File: src/rtl/core/md5s_pkg.sv
// ----------------------------------------------------------------------------
// md5s_pkg
// Shared types and constants for the MD5 stream hasher.
// ----------------------------------------------------------------------------
package md5s_pkg;

    localparam logic [31:0] IV_A = 32'h67452301;
    localparam logic [31:0] IV_B = 32'hEFCDAB89;
    localparam logic [31:0] IV_C = 32'h98BADCFE;
    localparam logic [31:0] IV_D = 32'h10325476;
    localparam logic [7:0]  PAD_BYTE = 8'h80;
    localparam logic [5:0]  LEN_POS  = 6'd56;

    // One block handed from the front to the back.
    typedef struct packed {
        logic [511:0] blk;    // word 0 in bits 31:0
        logic         fin;    // last block of a message: emit digest
    } t_blk;

    function automatic logic [31:0] step_k(input logic [5:0] i);
        logic [31:0] k;
        case (i)
            6'd0: k = 32'hD76AA478;  6'd1: k = 32'hE8C7B756;
            6'd2: k = 32'h242070DB;  6'd3: k = 32'hC1BDCEEE;
            6'd4: k = 32'hF57C0FAF;  6'd5: k = 32'h4787C62A;
            6'd6: k = 32'hA8304613;  6'd7: k = 32'hFD469501;
            6'd8: k = 32'h698098D8;  6'd9: k = 32'h8B44F7AF;
            6'd10: k = 32'hFFFF5BB1; 6'd11: k = 32'h895CD7BE;
            6'd12: k = 32'h6B901122; 6'd13: k = 32'hFD987193;
            6'd14: k = 32'hA679438E; 6'd15: k = 32'h49B40821;
            6'd16: k = 32'hF61E2562; 6'd17: k = 32'hC040B340;
            6'd18: k = 32'h265E5A51; 6'd19: k = 32'hE9B6C7AA;
            6'd20: k = 32'hD62F105D; 6'd21: k = 32'h02441453;
            6'd22: k = 32'hD8A1E681; 6'd23: k = 32'hE7D3FBC8;
            6'd24: k = 32'h21E1CDE6; 6'd25: k = 32'hC33707D6;
            6'd26: k = 32'hF4D50D87; 6'd27: k = 32'h455A14ED;
            6'd28: k = 32'hA9E3E905; 6'd29: k = 32'hFCEFA3F8;
            6'd30: k = 32'h676F02D9; 6'd31: k = 32'h8D2A4C8A;
            6'd32: k = 32'hFFFA3942; 6'd33: k = 32'h8771F681;
            6'd34: k = 32'h6D9D6122; 6'd35: k = 32'hFDE5380C;
            6'd36: k = 32'hA4BEEA44; 6'd37: k = 32'h4BDECFA9;
            6'd38: k = 32'hF6BB4B60; 6'd39: k = 32'hBEBFBC70;
            6'd40: k = 32'h289B7EC6; 6'd41: k = 32'hEAA127FA;
            6'd42: k = 32'hD4EF3085; 6'd43: k = 32'h04881D05;
            6'd44: k = 32'hD9D4D039; 6'd45: k = 32'hE6DB99E5;
            6'd46: k = 32'h1FA27CF8; 6'd47: k = 32'hC4AC5665;
            6'd48: k = 32'hF4292244; 6'd49: k = 32'h432AFF97;
            6'd50: k = 32'hAB9423A7; 6'd51: k = 32'hFC93A039;
            6'd52: k = 32'h655B59C3; 6'd53: k = 32'h8F0CCC92;
            6'd54: k = 32'hFFEFF47D; 6'd55: k = 32'h85845DD1;
            6'd56: k = 32'h6FA87E4F; 6'd57: k = 32'hFE2CE6E0;
            6'd58: k = 32'hA3014314; 6'd59: k = 32'h4E0811A1;
            6'd60: k = 32'hF7537E82; 6'd61: k = 32'hBD3AF235;
            6'd62: k = 32'h2AD7D2BB; default: k = 32'hEB86D391;
        endcase
        return k;
    endfunction

    function automatic logic [4:0] step_rot(input logic [5:0] i);
        logic [4:0] s;
        case ({i[5:4], i[1:0]})
            4'd0: s = 5'd7;   4'd1: s = 5'd12;  4'd2: s = 5'd17;  4'd3: s = 5'd22;
            4'd4: s = 5'd5;   4'd5: s = 5'd9;   4'd6: s = 5'd14;  4'd7: s = 5'd20;
            4'd8: s = 5'd4;   4'd9: s = 5'd11;  4'd10: s = 5'd16; 4'd11: s = 5'd23;
            4'd12: s = 5'd6;  4'd13: s = 5'd10; 4'd14: s = 5'd15; default: s = 5'd21;
        endcase
        return s;
    endfunction

endpackage

File: src/rtl/core/md5s_if.sv
// ----------------------------------------------------------------------------
// md5s_in_if / md5s_out_if
// Valid/ready channels for message items and digest words.
// ----------------------------------------------------------------------------
interface md5s_in_if;
    logic       valid;
    logic       ready;
    logic [7:0] data_byte;
    logic       byte_valid;
    logic       last_byte;
    modport source (output valid, data_byte, byte_valid, last_byte, input ready);
    modport sink   (input valid, data_byte, byte_valid, last_byte, output ready);
endinterface

interface md5s_out_if;
    logic        valid;
    logic        ready;
    logic [31:0] digest_word;
    logic [1:0]  word_index;
    logic        last_word;
    modport source (output valid, digest_word, word_index, last_word, input ready);
    modport sink   (input valid, digest_word, word_index, last_word, output ready);
endinterface

File: src/rtl/core/md5_stream_hash.sv
// ----------------------------------------------------------------------------
// md5_stream_hash
// MD5 over a byte stream: one item per cycle while a block fills and no finished block waits.
// ----------------------------------------------------------------------------
// The front packs the byte of each accepted item with byte_valid set and hands
// each full 64-byte block to the compression unit, which loads the block, runs
// one MD5 step per cycle and then updates the chain. The front keeps taking
// bytes for the next block meanwhile. At message end the front stalls one
// extra block when the length needs a second pad block; the digest then
// leaves as four words.
module md5_stream_hash import md5s_pkg::*; (
    input  logic        i_clk,
    input  logic        i_rst_n,
    md5s_in_if.sink     i_in,
    md5s_out_if.source  o_out
);

    t_blk blk;
    logic blk_valid;
    logic blk_ready;

    md5s_front u_front (
        .i_clk, .i_rst_n, .i_in,
        .o_blk(blk), .o_blk_valid(blk_valid), .i_blk_ready(blk_ready)
    );

    md5s_back u_back (
        .i_clk, .i_rst_n,
        .i_blk(blk), .i_blk_valid(blk_valid), .o_blk_ready(blk_ready), .o_out
    );

endmodule

File: src/rtl/core/md5s_front.sv
// ----------------------------------------------------------------------------
// md5s_front
// Packs bytes into a block, counts length, pads and pushes finished blocks.
// ----------------------------------------------------------------------------
module md5s_front import md5s_pkg::*; (
    input  logic        i_clk,
    input  logic        i_rst_n,
    md5s_in_if.sink     i_in,
    output t_blk        o_blk,
    output logic        o_blk_valid,
    input  logic        i_blk_ready
);

    typedef enum logic [1:0] {S_FILL, S_PADLEN} t_state;

    t_state        r_state;
    logic [511:0]  r_buf;
    logic [63:0]   r_bits;
    logic          r_bv;
    t_blk          r_blk;

    logic [5:0]    pos;
    logic [511:0]  pad_buf;
    logic [511:0]  len_buf;
    logic [63:0]   bits_next;
    logic          acc;

    assign pos       = r_bits[8:3];
    assign bits_next = r_bits + 64'd8;
    assign acc       = i_in.valid && i_in.ready;

    // Output slot must be free before any item is accepted.
    assign i_in.ready  = (r_state == S_FILL) && (!r_bv || i_blk_ready);
    assign o_blk       = r_blk;
    assign o_blk_valid = r_bv;

    always_comb begin
        logic [5:0]  p;
        logic [63:0] bc;
        logic [511:0] b;
        b  = r_buf;
        p  = pos;
        bc = r_bits;
        if (i_in.byte_valid) begin
            b[{p, 3'b000} +: 8] = i_in.data_byte;
            p  = p + 6'd1;
            bc = bits_next;
        end
        for (int k = 0; k < 64; k++) begin
            if (6'(k) == p && !(p == 6'd0 && i_in.byte_valid && pos == 6'd63))
                b[k*8 +: 8] = PAD_BYTE;
            else if (6'(k) > p)
                b[k*8 +: 8] = 8'h00;
        end
        // block just filled: pad starts a fresh block
        if (i_in.byte_valid && pos == 6'd63) begin
            b = '0;
            b[7:0] = PAD_BYTE;
        end
        pad_buf = b;
        len_buf = {bc, b[447:0]};
    end

    always_ff @(posedge i_clk) begin
        if (!i_rst_n) begin
            r_state <= S_FILL;
            r_bits  <= '0;
            r_bv    <= 1'b0;
        end else begin
            if (r_bv && i_blk_ready)
                r_bv <= 1'b0;
            unique case (r_state)
                S_FILL: if (acc) begin
                    if (i_in.byte_valid) begin
                        r_buf[{pos, 3'b000} +: 8] <= i_in.data_byte;
                        r_bits <= bits_next;
                    end
                    if (i_in.last_byte) begin
                        if (i_in.byte_valid && pos == 6'd63) begin
                            r_blk.blk <= {i_in.data_byte, r_buf[503:0]};
                            r_blk.fin <= 1'b0;
                            r_bv      <= 1'b1;
                            r_buf     <= {r_bits + 64'd8, pad_buf[447:0]};
                            r_state   <= S_PADLEN;
                        end else if ((i_in.byte_valid ? pos + 6'd1 : pos) >= LEN_POS) begin
                            r_blk.blk <= pad_buf;
                            r_blk.fin <= 1'b0;
                            r_bv      <= 1'b1;
                            r_buf     <= {(i_in.byte_valid ? bits_next : r_bits), 448'd0};
                            r_state   <= S_PADLEN;
                        end else begin
                            r_blk.blk <= len_buf;
                            r_blk.fin <= 1'b1;
                            r_bv      <= 1'b1;
                            r_bits    <= '0;
                        end
                    end else if (i_in.byte_valid && pos == 6'd63) begin
                        r_blk.blk <= {i_in.data_byte, r_buf[503:0]};
                        r_blk.fin <= 1'b0;
                        r_bv      <= 1'b1;
                    end
                end
                S_PADLEN: if (!r_bv || i_blk_ready) begin
                    r_blk.blk <= r_buf;
                    r_blk.fin <= 1'b1;
                    r_bv      <= 1'b1;
                    r_bits    <= '0;
                    r_state   <= S_FILL;
                end
                default: r_state <= S_FILL;
            endcase
        end
    end

    a_len_slot: assert property (@(posedge i_clk) disable iff (!i_rst_n)
        (r_state == S_PADLEN) |-> r_bv) else $error("pad state without pending block");
    a_fin_clears: assert property (@(posedge i_clk) disable iff (!i_rst_n)
        (acc && i_in.last_byte && r_state == S_FILL) |=> (r_bv && (r_bits == 64'd0
            || r_state == S_PADLEN))) else $error("message end not taken");
    a_no_acc_pad: assert property (@(posedge i_clk) disable iff (!i_rst_n)
        (r_state != S_FILL) |-> !i_in.ready) else $error("accepted during padding");

endmodule

File: src/rtl/core/md5s_back.sv
// ----------------------------------------------------------------------------
// md5s_back
// 64-step MD5 compression, one step a cycle, then chain update and, for a last block, digest word output.
// ----------------------------------------------------------------------------
module md5s_back import md5s_pkg::*; (
    input  logic        i_clk,
    input  logic        i_rst_n,
    input  t_blk        i_blk,
    input  logic        i_blk_valid,
    output logic        o_blk_ready,
    md5s_out_if.source  o_out
);

    typedef enum logic [1:0] {S_IDLE, S_RUN, S_ADD, S_EMIT} t_state;

    t_state       r_state;
    logic [31:0]  r_w [16];
    logic [31:0]  r_ch [4];
    logic [31:0]  r_a, r_b, r_c, r_d;
    logic [5:0]   r_step;
    logic         r_fin;
    logic [1:0]   r_idx;

    logic [31:0]  f, sum, rot;
    logic [3:0]   g;
    logic [4:0]   s;

    always_comb begin
        unique case (r_step[5:4])
            2'd0: begin f = (r_b & r_c) | (~r_b & r_d); g = r_step[3:0]; end
            2'd1: begin f = (r_b & r_d) | (r_c & ~r_d); g = 4'(5*r_step + 1); end
            2'd2: begin f = r_b ^ r_c ^ r_d;            g = 4'(3*r_step + 5); end
            default: begin f = r_c ^ (r_b | ~r_d);      g = 4'(7*r_step); end
        endcase
        s   = step_rot(r_step);
        sum = r_a + f + r_w[g] + step_k(r_step);
        rot = (sum << s) | (sum >> (6'd32 - {1'b0, s}));
    end

    assign o_blk_ready       = (r_state == S_IDLE);
    assign o_out.valid       = (r_state == S_EMIT);
    assign o_out.digest_word = r_ch[r_idx];
    assign o_out.word_index  = r_idx;
    assign o_out.last_word   = (r_idx == 2'd3);

    always_ff @(posedge i_clk) begin
        if (!i_rst_n) begin
            r_state <= S_IDLE;
            r_step  <= '0;
            r_idx   <= '0;
            r_ch[0] <= IV_A; r_ch[1] <= IV_B; r_ch[2] <= IV_C; r_ch[3] <= IV_D;
        end else begin
            unique case (r_state)
                S_IDLE: if (i_blk_valid) begin
                    for (int k = 0; k < 16; k++) r_w[k] <= i_blk.blk[k*32 +: 32];
                    r_fin <= i_blk.fin;
                    r_a <= r_ch[0]; r_b <= r_ch[1]; r_c <= r_ch[2]; r_d <= r_ch[3];
                    r_step  <= '0;
                    r_state <= S_RUN;
                end
                S_RUN: begin
                    r_a <= r_d; r_b <= r_b + rot; r_c <= r_b; r_d <= r_c;
                    r_step <= r_step + 6'd1;
                    if (r_step == 6'd63) r_state <= S_ADD;
                end
                S_ADD: begin
                    r_ch[0] <= r_ch[0] + r_a; r_ch[1] <= r_ch[1] + r_b;
                    r_ch[2] <= r_ch[2] + r_c; r_ch[3] <= r_ch[3] + r_d;
                    r_idx   <= '0;
                    r_state <= r_fin ? S_EMIT : S_IDLE;
                end
                S_EMIT: if (o_out.ready) begin
                    r_idx <= r_idx + 2'd1;
                    if (r_idx == 2'd3) begin
                        r_ch[0] <= IV_A; r_ch[1] <= IV_B;
                        r_ch[2] <= IV_C; r_ch[3] <= IV_D;
                        r_state <= S_IDLE;
                    end
                end
                default: r_state <= S_IDLE;
            endcase
        end
    end

    a_step_run: assert property (@(posedge i_clk) disable iff (!i_rst_n)
        (r_state == S_RUN && r_step == 6'd63) |=> (r_state == S_ADD))
        else $error("compression overran");
    a_emit_order: assert property (@(posedge i_clk) disable iff (!i_rst_n)
        (o_out.valid && o_out.ready && r_idx != 2'd3) |=> (o_out.valid
            && r_idx == $past(r_idx) + 2'd1)) else $error("digest order");
    a_iv_back: assert property (@(posedge i_clk) disable iff (!i_rst_n)
        (o_out.valid && o_out.ready && r_idx == 2'd3) |=> (r_ch[0] == IV_A))
        else $error("chain not restarted");

endmodule
File: src/flat_wrapper.sv
// flat-port wrapper written by rule: the top's interface ports become plain ports
module md5_stream_hash_flat import md5s_pkg::*;
  (i_clk, i_rst_n, i_in_valid, i_in_data_byte, i_in_byte_valid, i_in_last_byte, i_in_ready, o_out_valid, o_out_digest_word, o_out_word_index, o_out_last_word, o_out_ready);
  md5s_in_if i_in_i ();
  md5s_out_if o_out_i ();
  input  logic i_clk;
  input  logic i_rst_n;
  input wire logic [$bits(i_in_i.valid)-1:0] i_in_valid;
  input wire logic [$bits(i_in_i.data_byte)-1:0] i_in_data_byte;
  input wire logic [$bits(i_in_i.byte_valid)-1:0] i_in_byte_valid;
  input wire logic [$bits(i_in_i.last_byte)-1:0] i_in_last_byte;
  output wire logic [$bits(i_in_i.ready)-1:0] i_in_ready;
  output wire logic [$bits(o_out_i.valid)-1:0] o_out_valid;
  output wire logic [$bits(o_out_i.digest_word)-1:0] o_out_digest_word;
  output wire logic [$bits(o_out_i.word_index)-1:0] o_out_word_index;
  output wire logic [$bits(o_out_i.last_word)-1:0] o_out_last_word;
  input wire logic [$bits(o_out_i.ready)-1:0] o_out_ready;
  assign i_in_i.valid = i_in_valid;
  assign i_in_i.data_byte = i_in_data_byte;
  assign i_in_i.byte_valid = i_in_byte_valid;
  assign i_in_i.last_byte = i_in_last_byte;
  assign i_in_ready = i_in_i.ready;
  assign o_out_valid = o_out_i.valid;
  assign o_out_digest_word = o_out_i.digest_word;
  assign o_out_word_index = o_out_i.word_index;
  assign o_out_last_word = o_out_i.last_word;
  assign o_out_i.ready = o_out_ready;
  md5_stream_hash u_core (.i_clk(i_clk), .i_rst_n(i_rst_n), .i_in(i_in_i), .o_out(o_out_i));
endmodule
File: config.mk
export PLATFORM = sky130hd
export DESIGN_NAME = md5_stream_hash_flat
export DESIGN_NICKNAME = d
export VERILOG_FILES = /design/src/rtl/core/md5s_pkg.sv /design/src/rtl/core/md5s_if.sv /design/src/rtl/core/md5_stream_hash.sv /design/src/rtl/core/md5s_front.sv /design/src/rtl/core/md5s_back.sv /design/src/flat_wrapper.sv
export SDC_FILE = /design/constraint.sdc
export NUM_CORES = 2
export LEC_CHECK = 0
export ABC_AREA = 1
export ABC_CLOCK_PERIOD_IN_PS = 112100
export BUFFER_PORTS_ARGS = -buffer_cell sky130_fd_sc_hd__buf_2
export CAP_MARGIN = 30
export CORE_ASPECT_RATIO = 1.5
export CORE_MARGIN = 2
export CORE_UTILIZATION = 29
export CTS_BUF_LIST = sky130_fd_sc_hd__clkbuf_4
export DETAILED_ROUTE_END_ITERATION = 10
export PLACE_DENSITY = 0.48
export SETUP_SLACK_MARGIN = 0.5
export SYNTH_ARGS = -nofsm -noshare
export SYNTH_HDL_FRONTEND = slang
export SYNTH_HIERARCHICAL = 1
export SYNTH_SLANG_ARGS = --single-unit
File: constraint.sdc
create_clock -name i_clk -period 112.1 [get_ports i_clk]
set_input_delay 22.42 -clock i_clk [delete_from_list [all_inputs] [get_ports i_clk]]
set_output_delay 22.42 -clock i_clk [all_outputs]
set_load 0.005 [all_outputs]
**After elaboration in Yosys (flattened, before gate mapping)**

Memory sizes are Yosys's and may differ from the RTL's. A register that Yosys moved wholly into a read port is not among the register bits.
Index checks and enable logic that the tools add are counted.

- $add $sub $neg: 16
- $mul: 3
- Magnitude comparators: 65
- Equality and inequality tests: 81
- Shift operators: 4
- Mux-type cells: 208
- Bitwise logic cells: 21
- Reduce and logical (&&, ||, !) cells: 89

Operator list:

| operator | count |
|---|---|
| $mux W513 | 6 |
| $mux W512 | 5 |
| $pmux W513 S2 | 1 |
| $mux W8 | 128 |
| $bwmux W512 | 1 |
| $shift A8 B11 Y512 const A | 1 |
| $shiftx A8 B11 Y512 | 1 |
| $mux W32 | 12 |
| $mux W64 | 6 |
| $add A32 B32 Y32 | 8 |
| $pmux W32 S2 | 4 |
| $eq A6 B6 Y1 const A | 32 |
| $gt A6 B6 Y1 const A | 32 |
| $and A32 B32 Y32 | 4 |
| $or A32 B32 Y32 | 4 |
| $pmux W64 S2 | 1 |
| $eq A5 B6 Y1 const A | 16 |
| $gt A5 B6 Y1 const A | 16 |
| $pmux W32 S3 | 1 |
| $xor A32 B32 Y32 | 3 |
| $logic_and A1 B1 Y1 | 70 |
| $add A64 B4 Y64 const B | 1 |
| $not A32 Y32 | 2 |
| $eq A4 B6 Y1 const A | 8 |
| other kinds (44) | 124 |

- Register bits after elaboration: 1,231
- Memory bits (writable): 640
- Bits in read-only memories: 2,128
- Bits of input ports: 14
- Output and inout port bits: 37
- Memories kept: 4

Memories:

| memory | words | bits a word | read ports | clocked after Yosys merged registers in | write ports | line | text |
|---|---|---|---|---|---|---|---|
| (no name shown) | 64 | 32 | 1 | 1 | 0 | md5s_pkg.sv:22 | `case (i)` |
| u_core.u_back.r_w | 16 | 32 | 1 | 0 | 16 | md5s_back.sv:17 | `logic [31:0] r_w [16];` |
| u_core.u_back.r_ch | 4 | 32 | 5 | 1 | 4 | md5s_back.sv:18 | `logic [31:0] r_ch [4];` |
| (no name shown) | 16 | 5 | 1 | 1 | 0 | md5s_pkg.sv:61 | `case ({i[5:4], i[1:0]})` |

**Depth between registers and ports, before layout**

- Depth in word-level cells: 14
- Depth in mapped cells: 55
- Gate-level depth less buffers: 54

**Hierarchy**

Netlist, hierarchy kept.

Modules (own cells, without submodules):

| module | instances | cells an instance | area each (µm²) | sequential area each (µm²) |
|---|---|---|---|---|
| md5s_front | 1 | 6,267 | 54,658.7 | 32,040.7 |
| md5s_back | 1 | 6,106 | 51,400.5 | 23,432.5 |

**Worst setup path before layout**

No wires, ideal clock.

- Kind: input -> register
- Start point: input i_rst_n
- End point: memory u_core.u_back.r_w[0][0], enable pin
- Arrival time: 57,578 ps
- Required time: 110,085 ps
- Path slack: 52,506 ps
- Stages on the path: 4
- Path buffers: 2
- Path through: clkbuf_1 > inv_1 > clkbuf_1 > nor3_1

RTL lines:

| element | line | text |
|---|---|---|
| start: declaration | flat_wrapper.sv:7 | `input logic i_rst_n;` |
| end: declaration | md5s_back.sv:17 |  |

**Final worst setup path**

- Start point: input i_in_byte_valid
- End point: register u_core.u_front.r_buf[511] (data pin)

- Word-level cells in the longest chain between the ends: 5

RTL lines:

| element | line | text |
|---|---|---|
| start: declaration | flat_wrapper.sv:10 | `input wire logic [$bits(i_in_i.byte_valid)-1:0] i_in_byte_valid;` |
| $mux W6 | md5s_front.sv:85 | `end else if ((i_in.byte_valid ? pos + 6'd1 : pos) >= LEN_POS) begin` |
| $ge A6 B6 Y1 | md5s_front.sv:85 |  |
| $mux W512 | md5s_front.sv:85 |  |
| $mux W512 | md5s_front.sv:79 | `if (i_in.byte_valid && pos == 6'd63) begin` |
| $mux W512 * | md5s_front.sv:78 | `if (i_in.last_byte) begin` |
| end signal: indexed assignment | md5s_front.sv:75 | `r_buf[{pos, 3'b000} +: 8] <= i_in.data_byte;` |
| end signal: assignment | md5s_front.sv:83 | `r_buf <= {r_bits + 64'd8, pad_buf[447:0]};` |
| end signal: assignment | md5s_front.sv:89 | `r_buf <= {(i_in.byte_valid ? bits_next : r_bits), 448'd0};` |
| end: declaration | md5s_front.sv:17 | `logic [511:0] r_buf;` |

Every way passes the cells marked *; elsewhere a longest branch is shown, timed or not.
A chain may end at the register's enable or synchronous reset.

==> results_dict.tcl <==
set metrics [dict create \
    synth_fp_nets 12700 \
    syn_avg_cell_area_sq_um 8.57 \
    rows 272 \
    min-delay-path-class "register to register" \
    finalCriticalPeriod_ns 26.56 \
    swShare_pct 34.1 \
    drv_slew 0 \
    setup_tns_ns 0 \
    cp_slowest_stage_delay_ns 0.60 \
    synth_common_cells "nand2_1 (2,836), edfxtp_1 (1,730), o21ai_0 (1,367), nor2_1 (1,363), inv_1 (1,185)" \
    post-route-drc-count 0 \
    start_util_pct 29.1 \
    total_power_w 0.00191 \
    die_x_microns 498 \
    slowest_stage "inv_2" \
    fill_cells 39000 \
    status "completed" \
    yosys.area.top_type "edfxtp_1" \
    cts_hold_buf 0 \
    routed_wl_mm 464 \
    irDropWorstVdd_mv 0.00854 \
    worstPathMaxFanout 65 \
    p_sw_w 0.000651 \
    p_leak_nw 46.6 \
    power_frac_clock_pct 34.4 \
    grt_pass1_wl_mm 656 \
    power_frac_comb_pct 23.2 \
    io_pins 51 \
    intPower_w 0.00126 \
    ant_nets 0 \
    critPathLaunchType "input port" \
    tightest_slew_ns 1.12 \
    gp_congestion 0.983 \
    cts_repair_resize_count 0 \
    pre_cts_ws_ns 84.31 \
    cts_tree "built" \
    cts_root_buffer "clkbuf_4" \
    synthCells 12400 \
    routed_via_density 5.25 \
    dr.pass1.iters 7 \
    critical_path_required_ns 113.23 \
    critical_path_class "input port to register" \
    nNetsFinal 12900 \
    first_iter_violations 8193 \
    htreeDepth 6 \
    area_growth_pct 11.9 \
    drive_gt1_share_pct 10.2 \
    die-area_sq_um 371000 \
    p_per_area_nw_per_um2 16.1 \
    chipHeight_microns 745 \
    insertion_delay_ns 1.46 \
    utilization_pct 32.5 \
    period_share_pct 23.7 \
    synth_edf_count 1730 \
    place_hpwl_mm 336 \
    relSlewSlack_pct 24.8 \
    overflow 0 \
    synth.area.top_cells "edfxtp_1 (49%), nand2_1 (10%), o21ai_0 (6.5%)" \
    wire_per_inst_microns 26.1 \
    synth_most_common_cell "nand2_1" \
    synth_area_sq_um 106000 \
    synth-seq-area-share_pct 52.3 \
    hold_viol 0 \
    async_flop_share_pct 0 \
    setup_viol 0 \
    grt_pass1_vias 92200 \
    antenna_found_initial 28 \
    crit_path_end_kind "register" \
    min_delay_path_depth 0 \
    synthFlopType "edfxtp_1" \
    vias 93500 \
    cts_setup_buffers 0 \
    cp_data_arrival_time_ns 27.69 \
    grtUsageTotal_pct 24.3 \
    seq_power_share_pct 42.5 \
    hold_ws_ns 0.383 \
    yosys_warnings 6 \
    io_buffers 50 \
    synth.distinct_cells 68 \
    path_clk_slew_ns 0.07 \
    coreArea_sq_um 365000 \
    skew_ns 0.158 \
    fmax_ghz 0.0376 \
    grt_max_degree 171 \
    fin_ws_ns 85.54 \
    synth.top_cell.area_share_pct 49.0 \
    cts.path.max_buffers 4 \
    synth-seq-cells 1906 \
    cap_viol_max_count 0 \
    cp_cell_sequence "buf_4 > clkinv_2 > nand2_1 > nand2_1 > nor2_4 > nand2_2 > inv_2 > nand2_1 > buf_4 > nand2_8 > inv_2 > buf_4 > o211ai_1 > nand3_1" \
    reg2regPathDepth 47 \
    rsz0062_at_grt "no" \
    cts_buffers 522 \
    clock-sinks 1906 \
]
[routing by layer]
metal | track usage (%) | share of wire (%) | up-vias
met3 | 3.26 | 5.1 | 1254
met4 | 19.5 | 9.2 | 18
met1 | 25.3 | 35 | 45200
met2 | 43.7 | 50 | 3562
met5 | 0 | 0.025 | -
li1 | - | - | 43400
[per-stage QoR]
step / instances / cell area [sq um]
6_report: 17800 / 119000
5_1_grt: 17800 / 119000
4_1_cts: 17800 / 119000
3_5_place_dp: 16900 / 112000
3_3_place_gp: 16900 / 112000
2_1_floorplan: 12400 / 106000
[worst max-delay path, delay by kind of cell]
family,cells,cell delay (ns)
AO/OA/AOI/OAI,1,0.14
AND/OR/NAND/NOR,7,2.08
buffers and inverters,6,2.77
[power groups by stage]
stage | Sequential (W) | Clock (W) | Combinational [W]
2_1_floorplan | 0.000839 | 0 | 0.000268
3_3_place_gp | 0.000826 | 0 | 0.000435
3_5_place_dp | 0.000826 | 0 | 0.000437
4_1_cts | 0.000811 | 0.000678 | 0.000439
5_1_grt | 0.000812 | 0.000709 | 0.000479
6_report | 0.000811 | 0.000656 | 0.000442
[worst paths after layout]
check | start | end | slack (ns)
max | i_in_byte_valid | u_core/u_front/r_buf[511] | 85.54
min | u_core/u_front/o_blk[401] | u_core/u_back/r_w[12][16] | 0.38
max reg2reg | u_core/u_back/r_step[5] | u_core/u_back/r_b[31] | 99.03
min reg2reg | u_core/u_front/o_blk[401] | u_core/u_back/r_w[12][16] | 0.38
[state kept, by name (all words and copies together) (netlist names), named ones only]
signal,count
u_core/u_front/o_blk_valid,1
u_core/u_back/r_ch,128
u_core/u_front/r_buf,512
u_core/u_back/r_b,32
u_core/u_front/o_blk,513
u_core/u_back/s,5
u_core/u_back/r_a,32
u_core/u_back/r_d,32
u_core/u_back/r_fin,1
u_core/u_back/r_c,32
u_core/u_back/o_out.word_index,2
u_core/u_front/r_state,1
u_core/u_back/r_step,6
u_core/u_front/r_bits,61
u_core/u_back/r_state,2
u_core/u_back/r_w,512
[cells in the final DEF, fill, tap and decap left out, types with 20 or more instances in the layout]
master / instances
clkbuf_4: 768
nor2_2: 29
nand3_1: 704
inv_2: 66
ha_1: 216
buf_4: 205
xor2_1: 47
or2_2: 58
o22ai_1: 238
o221ai_1: 58
and2_1: 26
nand2_1: 2833
nor4_1: 26
a31oi_1: 47
nor3_1: 100
clkinv_1: 95
o211ai_1: 95
inv_1: 1179
o21a_1: 43
o32ai_1: 64
nand4_1: 76
edfxtp_1: 1730
xnor2_1: 29
o21bai_1: 22
buf_2: 53
fa_1: 69
a21oi_1: 766
a21o_1: 22
o21ai_0: 1365
nor2_1: 1355
mux2i_1: 63
o21ai_1: 110
dfxtp_1: 175
nand2_2: 20
[cells by family after synthesis]
logic type | count (synthesis) | share of synthesized area, %
AND/OR/NAND/NOR | 5290 | 20.5
AO/OA/AOI/OAI | 2939 | 15.4
flip-flops | 1906 | 52.3
buffers and inverters | 1812 | 6.68
adder cells (fa/ha/maj) | 285 | 3.85
XOR/XNOR | 78 | 0.658
multiplexers | 63 | 0.595
[layout make-up]
| cell class | count | area (sq um) | share of cell area [%] |
|---|---|---|---|
| Clock inverter | 136 | 838 | 0.707 |
| Timing Repair Buffer | 279 | 2180 | 1.84 |
| Clock buffer | 768 | 5770 | 4.86 |
| Multi-Input combinational cell | 8655 | 43600 | 36.8 |
| Antenna cell | 17 | 42.5 | 0.0359 |
| Sequential cell | 1906 | 55500 | 46.8 |
| Inverter | 1243 | 4680 | 3.94 |
| Tap cell | 4795 | 6000 | 5.06 |
Note: power is estimated with default switching activity, not from simulation.
